==> src/hdl/tas_pkg.sv <==
// ----------------------------------------------------------------------------
// Track average speed: package
// Widths and constants shared by the speed core and its iterative units.
// ----------------------------------------------------------------------------
package tas_pkg;

	localparam int POS_W      = 24;               // signed Q16.8 coordinate
	localparam int DIFF_W     = POS_W;            // magnitude of a coordinate step
	localparam int SQ_W       = 2 * DIFF_W;       // one square
	localparam int SSUM_W     = SQ_W + 1;         // sum of two squares
	localparam int ROOT_W     = (SSUM_W + 1) / 2; // floor root of the sum
	localparam int RAD_W      = 2 * ROOT_W;       // radicand padded to bit pairs
	localparam int REM_W      = ROOT_W + 3;       // root partial remainder
	localparam int ROOT_CNT_W = $clog2(ROOT_W + 1);

	localparam int DIST_W     = 48;               // path sum
	localparam int TIME_W     = 40;               // seconds sum
	localparam int FRAC_W     = 8;                // Q.8 to Q.16 scaling
	localparam int DIVD_W     = DIST_W + FRAC_W;  // dividend of the speed divide
	localparam int DIV_CNT_W  = $clog2(DIVD_W + 1);

	localparam int HOUR_W     = 8;
	localparam int MIN_W      = 6;
	localparam int SEC_W      = 6;
	localparam int TSEC_W     = 20;               // one interval in seconds

	localparam int SECS_PER_MIN  = 60;
	localparam int SECS_PER_HOUR = SECS_PER_MIN * SECS_PER_MIN;

	// stream word layouts
	localparam int IN_FIELDS_W  = 2 * POS_W + HOUR_W + MIN_W + SEC_W;
	localparam int IN_DATA_W    = ((IN_FIELDS_W + 7) / 8) * 8;
	localparam int OUT_FIELDS_W = 2 * DIST_W + TIME_W;
	localparam int OUT_DATA_W   = ((OUT_FIELDS_W + 7) / 8) * 8;

	localparam int X_LSB   = 0;
	localparam int Y_LSB   = X_LSB + POS_W;
	localparam int H_LSB   = Y_LSB + POS_W;
	localparam int MIN_LSB = H_LSB + HOUR_W;
	localparam int SEC_LSB = MIN_LSB + MIN_W;

	localparam logic [DIST_W-1:0] DIST_MAX = '1;
	localparam logic [TIME_W-1:0] TIME_MAX = '1;

endpackage

==> src/hdl/tas_sqrt.sv <==
// ----------------------------------------------------------------------------
// Track average speed: square root unit
// Bit-pair restoring integer square root, one root bit per cycle.
// ----------------------------------------------------------------------------
module tas_sqrt (
	input  logic                          clk,
	input  logic                          arst_n,
	input  logic                          start,
	input  logic [tas_pkg::SSUM_W-1:0]    radicand,
	output logic                          done,
	output logic [tas_pkg::ROOT_W-1:0]    root
);

	logic                            busy_q;
	logic                            done_q;
	logic [tas_pkg::ROOT_CNT_W-1:0]  cnt_q;
	logic [tas_pkg::RAD_W-1:0]       rad_q;
	logic [tas_pkg::REM_W-1:0]       rem_q;
	logic [tas_pkg::ROOT_W-1:0]      root_q;

	logic [tas_pkg::REM_W-1:0]       rem_sh;
	logic [tas_pkg::REM_W-1:0]       trial;
	logic                            fits;

	assign rem_sh = {rem_q[tas_pkg::REM_W-3:0], rad_q[tas_pkg::RAD_W-1 -: 2]};
	assign trial  = {1'b0, root_q, 2'b01};
	assign fits   = (rem_sh >= trial);

	always_ff @(posedge clk or negedge arst_n) begin
		if (!arst_n) begin
			busy_q <= 1'b0;
			done_q <= 1'b0;
			cnt_q  <= '0;
		end else begin
			done_q <= 1'b0;
			if (start) begin
				busy_q <= 1'b1;
				cnt_q  <= tas_pkg::ROOT_CNT_W'(tas_pkg::ROOT_W);
			end else if (busy_q) begin
				cnt_q <= cnt_q - 1'b1;
				if (cnt_q == tas_pkg::ROOT_CNT_W'(1)) begin
					busy_q <= 1'b0;
					done_q <= 1'b1;
				end
			end
		end
	end

	always_ff @(posedge clk) begin
		if (start) begin
			rad_q  <= tas_pkg::RAD_W'(radicand);
			rem_q  <= '0;
			root_q <= '0;
		end else if (busy_q) begin
			rad_q <= {rad_q[tas_pkg::RAD_W-3:0], 2'b00};
			if (fits) begin
				rem_q  <= rem_sh - trial;
				root_q <= {root_q[tas_pkg::ROOT_W-2:0], 1'b1};
			end else begin
				rem_q  <= rem_sh;
				root_q <= {root_q[tas_pkg::ROOT_W-2:0], 1'b0};
			end
		end
	end

	assign done = done_q;
	assign root = root_q;

endmodule

==> src/hdl/tas_div.sv <==
// ----------------------------------------------------------------------------
// Track average speed: divider unit
// Restoring unsigned divide, one quotient bit per cycle.
// ----------------------------------------------------------------------------
module tas_div (
	input  logic                          clk,
	input  logic                          arst_n,
	input  logic                          start,
	input  logic [tas_pkg::DIVD_W-1:0]    dividend,
	input  logic [tas_pkg::TIME_W-1:0]    divisor,
	output logic                          done,
	output logic [tas_pkg::DIVD_W-1:0]    quotient
);

	logic                            busy_q;
	logic                            done_q;
	logic [tas_pkg::DIV_CNT_W-1:0]   cnt_q;
	logic [tas_pkg::DIVD_W-1:0]      num_q;
	logic [tas_pkg::TIME_W-1:0]      den_q;
	logic [tas_pkg::TIME_W-1:0]      rem_q;

	logic [tas_pkg::TIME_W:0]        rem_sh;
	logic [tas_pkg::TIME_W:0]        diff;
	logic                            fits;

	// quotient bits shift in at the bottom as dividend bits leave the top
	assign rem_sh = {rem_q, num_q[tas_pkg::DIVD_W-1]};
	assign diff   = rem_sh - {1'b0, den_q};
	assign fits   = (rem_sh >= {1'b0, den_q});

	always_ff @(posedge clk or negedge arst_n) begin
		if (!arst_n) begin
			busy_q <= 1'b0;
			done_q <= 1'b0;
			cnt_q  <= '0;
		end else begin
			done_q <= 1'b0;
			if (start) begin
				busy_q <= 1'b1;
				cnt_q  <= tas_pkg::DIV_CNT_W'(tas_pkg::DIVD_W);
			end else if (busy_q) begin
				cnt_q <= cnt_q - 1'b1;
				if (cnt_q == tas_pkg::DIV_CNT_W'(1)) begin
					busy_q <= 1'b0;
					done_q <= 1'b1;
				end
			end
		end
	end

	always_ff @(posedge clk) begin
		if (start) begin
			num_q <= dividend;
			den_q <= divisor;
			rem_q <= '0;
		end else if (busy_q) begin
			num_q <= {num_q[tas_pkg::DIVD_W-2:0], fits};
			rem_q <= fits ? diff[tas_pkg::TIME_W-1:0] : rem_sh[tas_pkg::TIME_W-1:0];
		end
	end

	assign done     = done_q;
	assign quotient = num_q;

endmodule

==> src/hdl/track_average_speed_core.sv <==
// ----------------------------------------------------------------------------
// Track average speed core
// Sums point-to-point distances and intervals of a track, gives the average
// speed, path length and time on the record that closes the track.
// ----------------------------------------------------------------------------
// channel  dir  data                                       side band
// s_*      in   x_pos, y_pos, hours, minutes, seconds       tlast = last
// m_*      out  avg_speed, path_length, total_seconds       tuser = zero_time
//
// The first record of a track stores its point and goes straight to the end-of-track
// check. Later records pass through the shared multiplier (two squares) and the 25-step square root unit.
// The closing record also passes through the 56-step speed divider unless the summed time is zero.
// Reset clears the sums and the previous point; no clearing pass is needed.
// The result waits in the output register; a stalled result holds the next
// closing record in the sequencer until it is taken.
module track_average_speed_core (
	input  logic                              clk,
	input  logic                              arst_n,
	input  logic                              s_tvalid,
	output logic                              s_tready,
	// x_pos[23:0], y_pos[47:24], hours[55:48], minutes[61:56], seconds[67:62], zero fill
	input  logic [tas_pkg::IN_DATA_W-1:0]     s_tdata,
	input  logic                              s_tlast,
	output logic                              m_tvalid,
	input  logic                              m_tready,
	// avg_speed[47:0], path_length[95:48], total_seconds[135:96]
	output logic [tas_pkg::OUT_DATA_W-1:0]    m_tdata,
	// zero_time[0]
	output logic                              m_tuser
);

	typedef enum logic [3:0] {
		ST_IDLE,
		ST_MUL_X,
		ST_MUL_Y,
		ST_SUM,
		ST_ROOT_GO,
		ST_ROOT_WAIT,
		ST_ACC,
		ST_CHECK,
		ST_DIV_GO,
		ST_DIV_WAIT,
		ST_RESULT
	} state_t;

	state_t                               state_q;
	logic                                 m_valid_q;
	logic                                 have_prev_q;
	logic                                 last_q;
	logic signed [tas_pkg::POS_W-1:0]     prev_x_q;
	logic signed [tas_pkg::POS_W-1:0]     prev_y_q;
	logic [tas_pkg::DIST_W-1:0]           dist_q;
	logic [tas_pkg::TIME_W-1:0]           time_q;

	logic [tas_pkg::DIFF_W-1:0]           dx_q;
	logic [tas_pkg::DIFF_W-1:0]           dy_q;
	logic [tas_pkg::TSEC_W-1:0]           tsec_q;
	logic [tas_pkg::SQ_W-1:0]             sq_q;
	logic [tas_pkg::SSUM_W-1:0]           ssum_q;
	logic [tas_pkg::DIST_W-1:0]           avg_q;
	logic                                 zero_q;
	logic [tas_pkg::OUT_DATA_W-1:0]       m_data_q;
	logic                                 m_user_q;

	logic signed [tas_pkg::POS_W-1:0]     in_x;
	logic signed [tas_pkg::POS_W-1:0]     in_y;
	logic signed [tas_pkg::POS_W:0]       dxs;
	logic signed [tas_pkg::POS_W:0]       dys;
	logic [tas_pkg::POS_W:0]              dx_abs;
	logic [tas_pkg::POS_W:0]              dy_abs;
	logic [tas_pkg::TSEC_W-1:0]           in_tsec;
	logic                                 in_acc;
	logic [tas_pkg::DIFF_W-1:0]           mul_a;
	logic [tas_pkg::SQ_W-1:0]             prod;
	logic [tas_pkg::DIST_W:0]             dist_add;
	logic [tas_pkg::TIME_W:0]             time_add;
	logic                                 out_free;

	logic                                 root_done;
	logic [tas_pkg::ROOT_W-1:0]           root;
	logic                                 div_done;
	logic [tas_pkg::DIVD_W-1:0]           quot;

	assign in_x = s_tdata[tas_pkg::X_LSB +: tas_pkg::POS_W];
	assign in_y = s_tdata[tas_pkg::Y_LSB +: tas_pkg::POS_W];
	assign dxs  = {in_x[tas_pkg::POS_W-1], in_x} - {prev_x_q[tas_pkg::POS_W-1], prev_x_q};
	assign dys  = {in_y[tas_pkg::POS_W-1], in_y} - {prev_y_q[tas_pkg::POS_W-1], prev_y_q};
	assign dx_abs = dxs[tas_pkg::POS_W] ? (-dxs) : dxs;
	assign dy_abs = dys[tas_pkg::POS_W] ? (-dys) : dys;

	assign in_tsec =
		tas_pkg::TSEC_W'(s_tdata[tas_pkg::H_LSB +: tas_pkg::HOUR_W])
			* tas_pkg::TSEC_W'(tas_pkg::SECS_PER_HOUR)
		+ tas_pkg::TSEC_W'(s_tdata[tas_pkg::MIN_LSB +: tas_pkg::MIN_W])
			* tas_pkg::TSEC_W'(tas_pkg::SECS_PER_MIN)
		+ tas_pkg::TSEC_W'(s_tdata[tas_pkg::SEC_LSB +: tas_pkg::SEC_W]);

	assign s_tready = (state_q == ST_IDLE);
	assign in_acc   = s_tvalid && s_tready;

	// one multiplier, squares dx then dy
	assign mul_a = (state_q == ST_MUL_X) ? dx_q : dy_q;
	assign prod  = mul_a * mul_a;

	assign dist_add = {1'b0, dist_q} + tas_pkg::DIST_W'(root);
	assign time_add = {1'b0, time_q} + tas_pkg::TIME_W'(tsec_q);
	assign out_free = !m_valid_q || m_tready;

	tas_sqrt u_sqrt (
		.clk      (clk),
		.arst_n   (arst_n),
		.start    (state_q == ST_ROOT_GO),
		.radicand (ssum_q),
		.done     (root_done),
		.root     (root)
	);

	tas_div u_div (
		.clk      (clk),
		.arst_n   (arst_n),
		.start    (state_q == ST_DIV_GO),
		.dividend ({dist_q, tas_pkg::FRAC_W'(0)}),
		.divisor  (time_q),
		.done     (div_done),
		.quotient (quot)
	);

	always_ff @(posedge clk or negedge arst_n) begin
		if (!arst_n) begin
			state_q     <= ST_IDLE;
			m_valid_q   <= 1'b0;
			have_prev_q <= 1'b0;
			last_q      <= 1'b0;
			prev_x_q    <= '0;
			prev_y_q    <= '0;
			dist_q      <= '0;
			time_q      <= '0;
		end else begin
			if (m_tready && !((state_q == ST_RESULT) && out_free)) begin
				m_valid_q <= 1'b0;
			end
			unique case (state_q)
				ST_IDLE: begin
					if (in_acc) begin
						last_q      <= s_tlast;
						prev_x_q    <= in_x;
						prev_y_q    <= in_y;
						have_prev_q <= 1'b1;
						state_q     <= have_prev_q ? ST_MUL_X : ST_CHECK;
					end
				end
				ST_MUL_X:   state_q <= ST_MUL_Y;
				ST_MUL_Y:   state_q <= ST_SUM;
				ST_SUM:     state_q <= ST_ROOT_GO;
				ST_ROOT_GO: state_q <= ST_ROOT_WAIT;
				ST_ROOT_WAIT: begin
					if (root_done) begin
						state_q <= ST_ACC;
					end
				end
				ST_ACC: begin
					dist_q  <= dist_add[tas_pkg::DIST_W] ? tas_pkg::DIST_MAX
						: dist_add[tas_pkg::DIST_W-1:0];
					time_q  <= time_add[tas_pkg::TIME_W] ? tas_pkg::TIME_MAX
						: time_add[tas_pkg::TIME_W-1:0];
					state_q <= ST_CHECK;
				end
				ST_CHECK: begin
					if (!last_q) begin
						state_q <= ST_IDLE;
					end else if (time_q == '0) begin
						state_q <= ST_RESULT;
					end else begin
						state_q <= ST_DIV_GO;
					end
				end
				ST_DIV_GO: state_q <= ST_DIV_WAIT;
				ST_DIV_WAIT: begin
					if (div_done) begin
						state_q <= ST_RESULT;
					end
				end
				ST_RESULT: begin
					// hold until the output register is free, then restart the track
					if (out_free) begin
						m_valid_q   <= 1'b1;
						have_prev_q <= 1'b0;
						prev_x_q    <= '0;
						prev_y_q    <= '0;
						dist_q      <= '0;
						time_q      <= '0;
						state_q     <= ST_IDLE;
					end
				end
				default: state_q <= ST_IDLE;
			endcase
		end
	end

	always_ff @(posedge clk) begin
		if (in_acc) begin
			dx_q   <= dx_abs[tas_pkg::DIFF_W-1:0];
			dy_q   <= dy_abs[tas_pkg::DIFF_W-1:0];
			tsec_q <= in_tsec;
		end
		if (state_q == ST_MUL_X) begin
			sq_q <= prod;
		end
		if (state_q == ST_MUL_Y) begin
			ssum_q <= {1'b0, sq_q};
			sq_q   <= prod;
		end
		if (state_q == ST_SUM) begin
			ssum_q <= ssum_q + {1'b0, sq_q};
		end
		if (state_q == ST_CHECK) begin
			avg_q  <= '0;
			zero_q <= 1'b1;
		end
		if ((state_q == ST_DIV_WAIT) && div_done) begin
			// saturate when the quotient spills past the Q32.16 range
			avg_q  <= (|quot[tas_pkg::DIVD_W-1:tas_pkg::DIST_W]) ? tas_pkg::DIST_MAX
				: quot[tas_pkg::DIST_W-1:0];
			zero_q <= 1'b0;
		end
		if ((state_q == ST_RESULT) && out_free) begin
			m_data_q <= tas_pkg::OUT_DATA_W'({time_q, dist_q, avg_q});
			m_user_q <= zero_q;
		end
	end

	assign m_tvalid = m_valid_q;
	assign m_tdata  = m_data_q;
	assign m_tuser  = m_user_q;

endmodule

==> config.mk <==
export PLATFORM = sky130hd
export DESIGN_NAME = track_average_speed_core
export DESIGN_NICKNAME = d
export VERILOG_FILES = /design/src/hdl/tas_pkg.sv /design/src/hdl/tas_sqrt.sv /design/src/hdl/tas_div.sv /design/src/hdl/track_average_speed_core.sv
export SDC_FILE = /design/constraint.sdc
export NUM_CORES = 2
export LEC_CHECK = 0
export BUFFER_PORTS_ARGS = -buffer_cell sky130_fd_sc_hd__buf_4
export CAP_MARGIN = 40
export CORE_MARGIN = 2
export CORE_UTILIZATION = 60
export CTS_CLUSTER_SIZE = 10
export DETAILED_ROUTE_END_ITERATION = 8
export PLACE_DENSITY = 0.78
export REMOVE_ABC_BUFFERS = 1
export SYNTH_ARGS = -nofsm -noshare
export SYNTH_HDL_FRONTEND = slang
export SYNTH_SLANG_ARGS = --single-unit
==> constraint.sdc <==
create_clock -name clk -period 28 [get_ports clk]
set_input_delay 2.8 -clock clk [delete_from_list [all_inputs] [get_ports clk]]
set_output_delay 2.8 -clock clk [all_outputs]
set_load 0.01 [all_outputs]
After elaboration in Yosys (flattened, before gate mapping)
Cells that the tools add are included.
- memory bits (read-only): 0
- bits in latches: 0
- output and inout bits: 139
- memories kept: 0
- register bits: 746
- memory bits (writable): 0
- logic and storage cells: 144
- eq/ne operators: 16
- div/mod/pow operators: 0
- multiplexer cells: 58
- shift-type cells: 0
- multiply operators: 3
- reduce and logical (&&, ||, !) cells: 21
- add/sub/neg operators: 13
- bitwise gates (word level): 0
- order comparisons: 2
- operators by type and width (cell ; count):
    two-way mux 48 bit ; 7
    two-way mux 49 bit ; 4
    two-way mux 24 bit ; 6
    two-way mux 40 bit ; 3
    two-way mux 56 bit ; 2
    case mux 24 bit (2 select lines) ; 2
    case mux 48 bit (2 select lines) ; 1
    case mux 40 bit (2 select lines) ; 1
    subtractor 24 x 24 -> 25 bit ; 2
    adder 48 x 25 -> 49 bit ; 1
    adder 49 x 48 -> 49 bit ; 1
    multiplier 24 x 24 -> 48 bit ; 1
    negation 24 bit ; 2
    case mux 4 bit (11 select lines) ; 1
    adder 40 x 20 -> 41 bit ; 1
    >= comparator 41 x 40 -> 1 bit ; 1
    logical NOT 40 bit ; 1
    subtractor 40 bit ; 1
    >= comparator 28 x 27 -> 1 bit ; 1
    two-way mux 26 bit ; 1
    subtractor 26 bit ; 1
    adder 20 x 12 -> 20 bit ; 1
    adder 20 x 6 -> 20 bit ; 1
    two-way mux 4 bit ; 5
    other kinds (27) ; 65

Logic depth before layout (Yosys ltp)
- depth after elaboration: 8
- mapped depth: 35
- mapped depth without buffers: 31

Cells and area by module
A second synthesis with hierarchy kept.
- cells, all modules: 5773
- area total of the unflattened synthesis: 58557.4 µm²
- modules (own cells, without submodules) (module ; instances ; area an instance (µm²) ; cells each):
    track_average_speed_core ; 1 ; 44525.2 ; 4433
    tas_div ; 1 ; 8220.4 ; 798
    tas_sqrt ; 1 ; 5811.8 ; 542

Least setup slack after synthesis
No wires, ideal clock.
- path kind: register -> register
- from: register state_q[1]
- to: register sq_q[47] (netlist name) (data pin)
- buffers on the path: 5
- arrival time: 8.595 ns
- stages on the path, launching flop included: 33
- required time: 27.735 ns
- slack: 19.140 ns
- setup time: 0.265 ns
- path through: dfrtp_1 -> clkbuf_1 -> nand2b_1 -> nor3_1 -> clkbuf_1 -> buf_1 -> mux2_2 -> inv_1 -> buf_1 -> nor2_1 -> fa_1 -> fa_1 -> inv_1 -> fa_1 -> fa_1 -> inv_1 -> fa_1 -> fa_1 -> inv_1 -> fa_1 -> inv_1 -> ha_1 -> clkbuf_1 -> a21o_1 -> a21o_1 -> a21oi_1 -> o211ai_1 -> a21oi_1 -> a21oi_1 -> o31ai_1 -> a21oi_1 -> and4_1 -> or3_1
- word-level cells in the longest chain between the ends: 5
- elaborated cells between the ends (all ways): 6
- classes of those cells: 1 x mul; 2 x eq/ne; 3 x mux
- ends and longest elaborated chain (what ; RTL line ; RTL):
    start, declared ; track_average_speed_core.sv:46 ; state_t state_q;
    start signal, assigned ; track_average_speed_core.sv:149 ; state_q <= have_prev_q ? ST_MUL_X : ST_CHECK;
    == test 4 x 1 -> 1 bit * ; track_average_speed_core.sv:102 ; assign mul_a = (state_q == ST_MUL_X) ? dx_q : dy_q;
    two-way mux 24 bit * ; track_average_speed_core.sv:102 ;
    multiplier 24 x 24 -> 48 bit * ; track_average_speed_core.sv:103 ; assign prod = mul_a * mul_a;
    via prod (one bit) ; track_average_speed_core.sv:74 ; logic [tas_pkg::SQ_W-1:0] prod;
    two-way mux 48 bit ; track_average_speed_core.sv:206 ; if (state_q == ST_MUL_X) begin
    two-way mux 48 bit * ; track_average_speed_core.sv:209 ; if (state_q == ST_MUL_Y) begin
    end signal, assigned ; track_average_speed_core.sv:207 ; sq_q <= prod;
    end signal, assigned ; track_average_speed_core.sv:211 ; sq_q <= prod;
    end, declared ; track_average_speed_core.sv:58 ; logic [tas_pkg::SQ_W-1:0] sq_q;
Mark *: on every way through the listed nets, which the timed path passes. The rest lies on a longest branch. The select of a mux whose other input is x is not followed.
A chain may end at the register's enable or synchronous reset.

Final worst setup path
- from: register state_q[0]
- to: register sq_q[47] (netlist name) (data pin)
The elaborated chain is that of the path after synthesis.

==> impl_summary.txt <==
----------------------------------------------------
[Die]
  Boundary Pins ... 216
  Starting density of the core ... 0.6049
  Width of the die ... 316.0 µm
  Core region area ... 0.09657 mm²
  Row count ... 114
  Die H ... 316.0 µm
  Area of the die ... 0.09987 mm²

[Clocking]
  Root buffer cell ... sky130_fd_sc_hd__clkbuf_16
  # H-tree levels ... 3
  Setup repair bufs after CTS ... 0
  TritonCTS sink count ... 745
  Clock-pin slew on the worst setup and hold paths ... 0.06 ns
  Clock Latency Late Sink ... 0.69 ns
  # resized after CTS ... 0
  Number of hold buffers added after cts ... 0
  Worst-case clock buffer depth ... 3
  Clock buffers created by TritonCTS ... 88
  Clock tree from TritonCTS ... built

[Detailed routing]
  Post-detailed-routing wire length ... 138.5 mm
  Initial detailed-routing violation count ... 3,570
  Post-detailed-route DRC marker count ... 0
  Total vias in the final route ... 43.92k
  Average routed wire per standard cell ... 18.63 µm
  Iteration count of the initial detailed-routing pass ... 6
  Number of nets with antenna violations after detailed routing ... 0
  Ratio of routed vias to standard cells ... 5.905

[Global route]
  GRT Resource Usage Total ... 0.2806
  Initial antenna violation count ... 0
  Global route overflow ... 0
  Largest net degree at the start of global routing ... 105
  Wire length of the first global-routing pass ... 226.2 mm
  Vias in the first global route ... 44.41k

[Placement]
  DPL Wire Length ... 101.9 mm
  Placer congestion estimate ... 0.9199
  Count of input and output buffers ... 211

[STA]
  Final-report setup violation count ... 0
  Setup tns final ... 0 ns
  Setup repair after global routing missed its margin ... no
  Transition time of the tightest slew-check pin ... 0.9878 ns
  Final worst path period share ... 0.3660
  Final setup skew ... 0.06459 ns
  Relative max-transition margin ... 0.3244
  Count of final hold-check violations ... 0
  Max-slew violation count ... 0
  Minimum period implied by the final worst setup slack ... 10.25 ns
  Timing-limited maximum frequency ... 97.57 MHz

[Synth]
  Total of flip-flops plus latches after synthesis ... 745
  Part of the Yosys area used for sequential elements ... 0.3521
  Number of enable-type register cells in the synthesized netlist ... 486
  Yosys cell types ... 96
  Mean cell area of the mapped netlist ... 9.813 µm²
  Number of standard cells after synthesis ... 5,953
  Number of warning messages in the yosys log ... 0
  Share of async-settable or async-resettable flops after synthesis ... 0.2121
  Commonest register cell after synthesis ... sky130_fd_sc_hd__edfxtp_1
  Cell area after technology mapping ... 0.05841 mm²

[Job]
  Max-capacitance violation count ... 0

[Finish]
  Final-layout fill cell count ... 7,435
  Multi-input gate area ... 0.03387 mm²
  Antenna cells ... 0
  Proportion of layout cells with a drive suffix above 1 ... 0.07434
  Relative area change from synthesis to final layout ... 9.840%
  Commonest cells after routing, fill and taps aside ... sky130_fd_sc_hd__inv_1, sky130_fd_sc_hd__nand2_1, sky130_fd_sc_hd__edfxtp_1
  Total Nets Final ... 7,071
  Commonest non-fill, non-tap cell in the layout ... sky130_fd_sc_hd__inv_1
  Area taken by flip-flops and latches ... 0.02057 mm²

[Status]
  Result of the run ... completed

[Worst setup path]
  CP Class ... flip-flop to flip-flop
  Largest stage delay on the critical path ... 0.80 ns
  CP Data Required Time ... 28.41 ns
  Slowest library cell on the worst path ... sky130_fd_sc_hd__clkinv_1
  Critical Path AT ... 10.66 ns
  Number of buffer and inverter stages on the critical path ... 8
  Worst path top cell family by delay ... adder cells
  Crit path capture type ... flip-flop
  Reg2Reg Setup Slack ... 17.75 ns
  Worst path most repeated cell ... sky130_fd_sc_hd__fa_1
  Peak fanout along the critical path ... 29
  Type of element launching the critical path ... flip-flop

[Hold path]
  Classification of the worst-slack hold path ... flip-flop to flip-flop

----------------------------------------------------
## routing by layer
metal | share of wire | GRT usage
met1 | 0.41 | 0.3602
met2 | 0.49 | 0.4846
met3 | 0.065 | 0.04133
met4 | 0.037 | 0.1021
met5 | 0 | 0
## registers in the layout, summed over array words and instances (netlist names), 24 cells and up
| signal | count |
|---|---|
| m_tdata | 136 |
| u_div.quotient | 56 |
| u_sqrt.rad_q | 50 |
| ssum_q | 49 |
| avg_q | 48 |
| dist_q | 48 |
| sq_q | 47 |
| time_q | 40 |
| u_div.den_q | 40 |
| u_div.rem_q | 40 |
| u_sqrt.rem_q | 26 |
| u_sqrt.root | 25 |
| dx_q | 24 |
| dy_q | 24 |
| prev_x_q | 24 |
| prev_y_q | 24 |
## synthesized netlist by cell type, types with 38 or more instances
master / count / area (µm²)
sky130_fd_sc_hd__o21a_1: 97 / 728.2
sky130_fd_sc_hd__a21oi_1: 327 / 1637
sky130_fd_sc_hd__a21o_1: 147 / 1104
sky130_fd_sc_hd__dfrtp_1: 158 / 3954
sky130_fd_sc_hd__a22o_1: 50 / 437.9
sky130_fd_sc_hd__xor2_1: 105 / 919.6
sky130_fd_sc_hd__and3_1: 53 / 331.6
sky130_fd_sc_hd__nor2_1: 398 / 1494
sky130_fd_sc_hd__edfxtp_1: 486 / 14590
sky130_fd_sc_hd__clkbuf_1: 186 / 698.2
sky130_fd_sc_hd__mux2i_1: 97 / 970.9
sky130_fd_sc_hd__nand3_1: 143 / 715.7
sky130_fd_sc_hd__fa_1: 458 / 9169
sky130_fd_sc_hd__nor2b_1: 39 / 244.0
sky130_fd_sc_hd__o21ai_0: 238 / 1191
sky130_fd_sc_hd__xnor2_1: 174 / 1524
sky130_fd_sc_hd__nor3_1: 70 / 350.3
sky130_fd_sc_hd__o21bai_1: 38 / 285.3
sky130_fd_sc_hd__nand2_1: 649 / 2436
sky130_fd_sc_hd__inv_1: 848 / 3183
sky130_fd_sc_hd__a31oi_1: 74 / 462.9
sky130_fd_sc_hd__a211oi_1: 72 / 540.5
sky130_fd_sc_hd__ha_1: 450 / 5630
sky130_fd_sc_hd__dfxtp_1: 101 / 2022
sky130_fd_sc_hd__nand4_1: 40 / 250.2
## metrics by stage
step	instance area, µm²	setup WS [ns]	hold WS, ns	instances	utilization
global route	64160	17.31	0.4228	7437	0.6645
finish	64160	17.75	0.4150	7437	0.6645
CTS	64160	17.90	0.4184	7437	0.6645
floorplan	57560	17.16	0.4003	5733	-
detailed placement	61390	17.89	0.4045	7272	0.6357
global placement	61140	17.89	0.4008	7259	0.6331
## final timing paths
check / from / endpoint / cells after the start
setup / recovery: state_q[0] / sq_q[47] / 28
hold / removal: avg_q[9] / m_tdata[9] / 0
setup reg to reg: state_q[0] / sq_q[47] / 28
hold reg to reg: avg_q[9] / m_tdata[9] / 0
max in group asynchronous: arst_n / u_sqrt.busy_q / 2
min in group asynchronous: arst_n / time_q[32] / 1
## final cells by class
type,instances,share of cell area
clock buffers,150,0.03810
clock inverters,15,0.005109
inverters,856,0.05017
multi-input cells,4132,0.5278
flip-flops and latches,745,0.3207
well taps,1276,0.02488
repair buffers,263,0.03327
## logic make-up (layout without fill, tap and decap cells)
logic type | Yosys count | count (layout) | share of synthesized area
adders and majority gates | 908 | 908 | 0.2533
DFF | 745 | 745 | 0.3521
muxes | 121 | 121 | 0.02125
buffers and inverters | 1076 | 1284 | 0.06966
and+or+nand+nor | 1576 | 1576 | 0.1221
xor gates and xnor gates | 279 | 279 | 0.04183
AOI/OAI and AO/OA | 1248 | 1248 | 0.1397
Power is not shown: default switching activity piles up to over one toggle a cycle in this logic, so the estimate is an artifact.
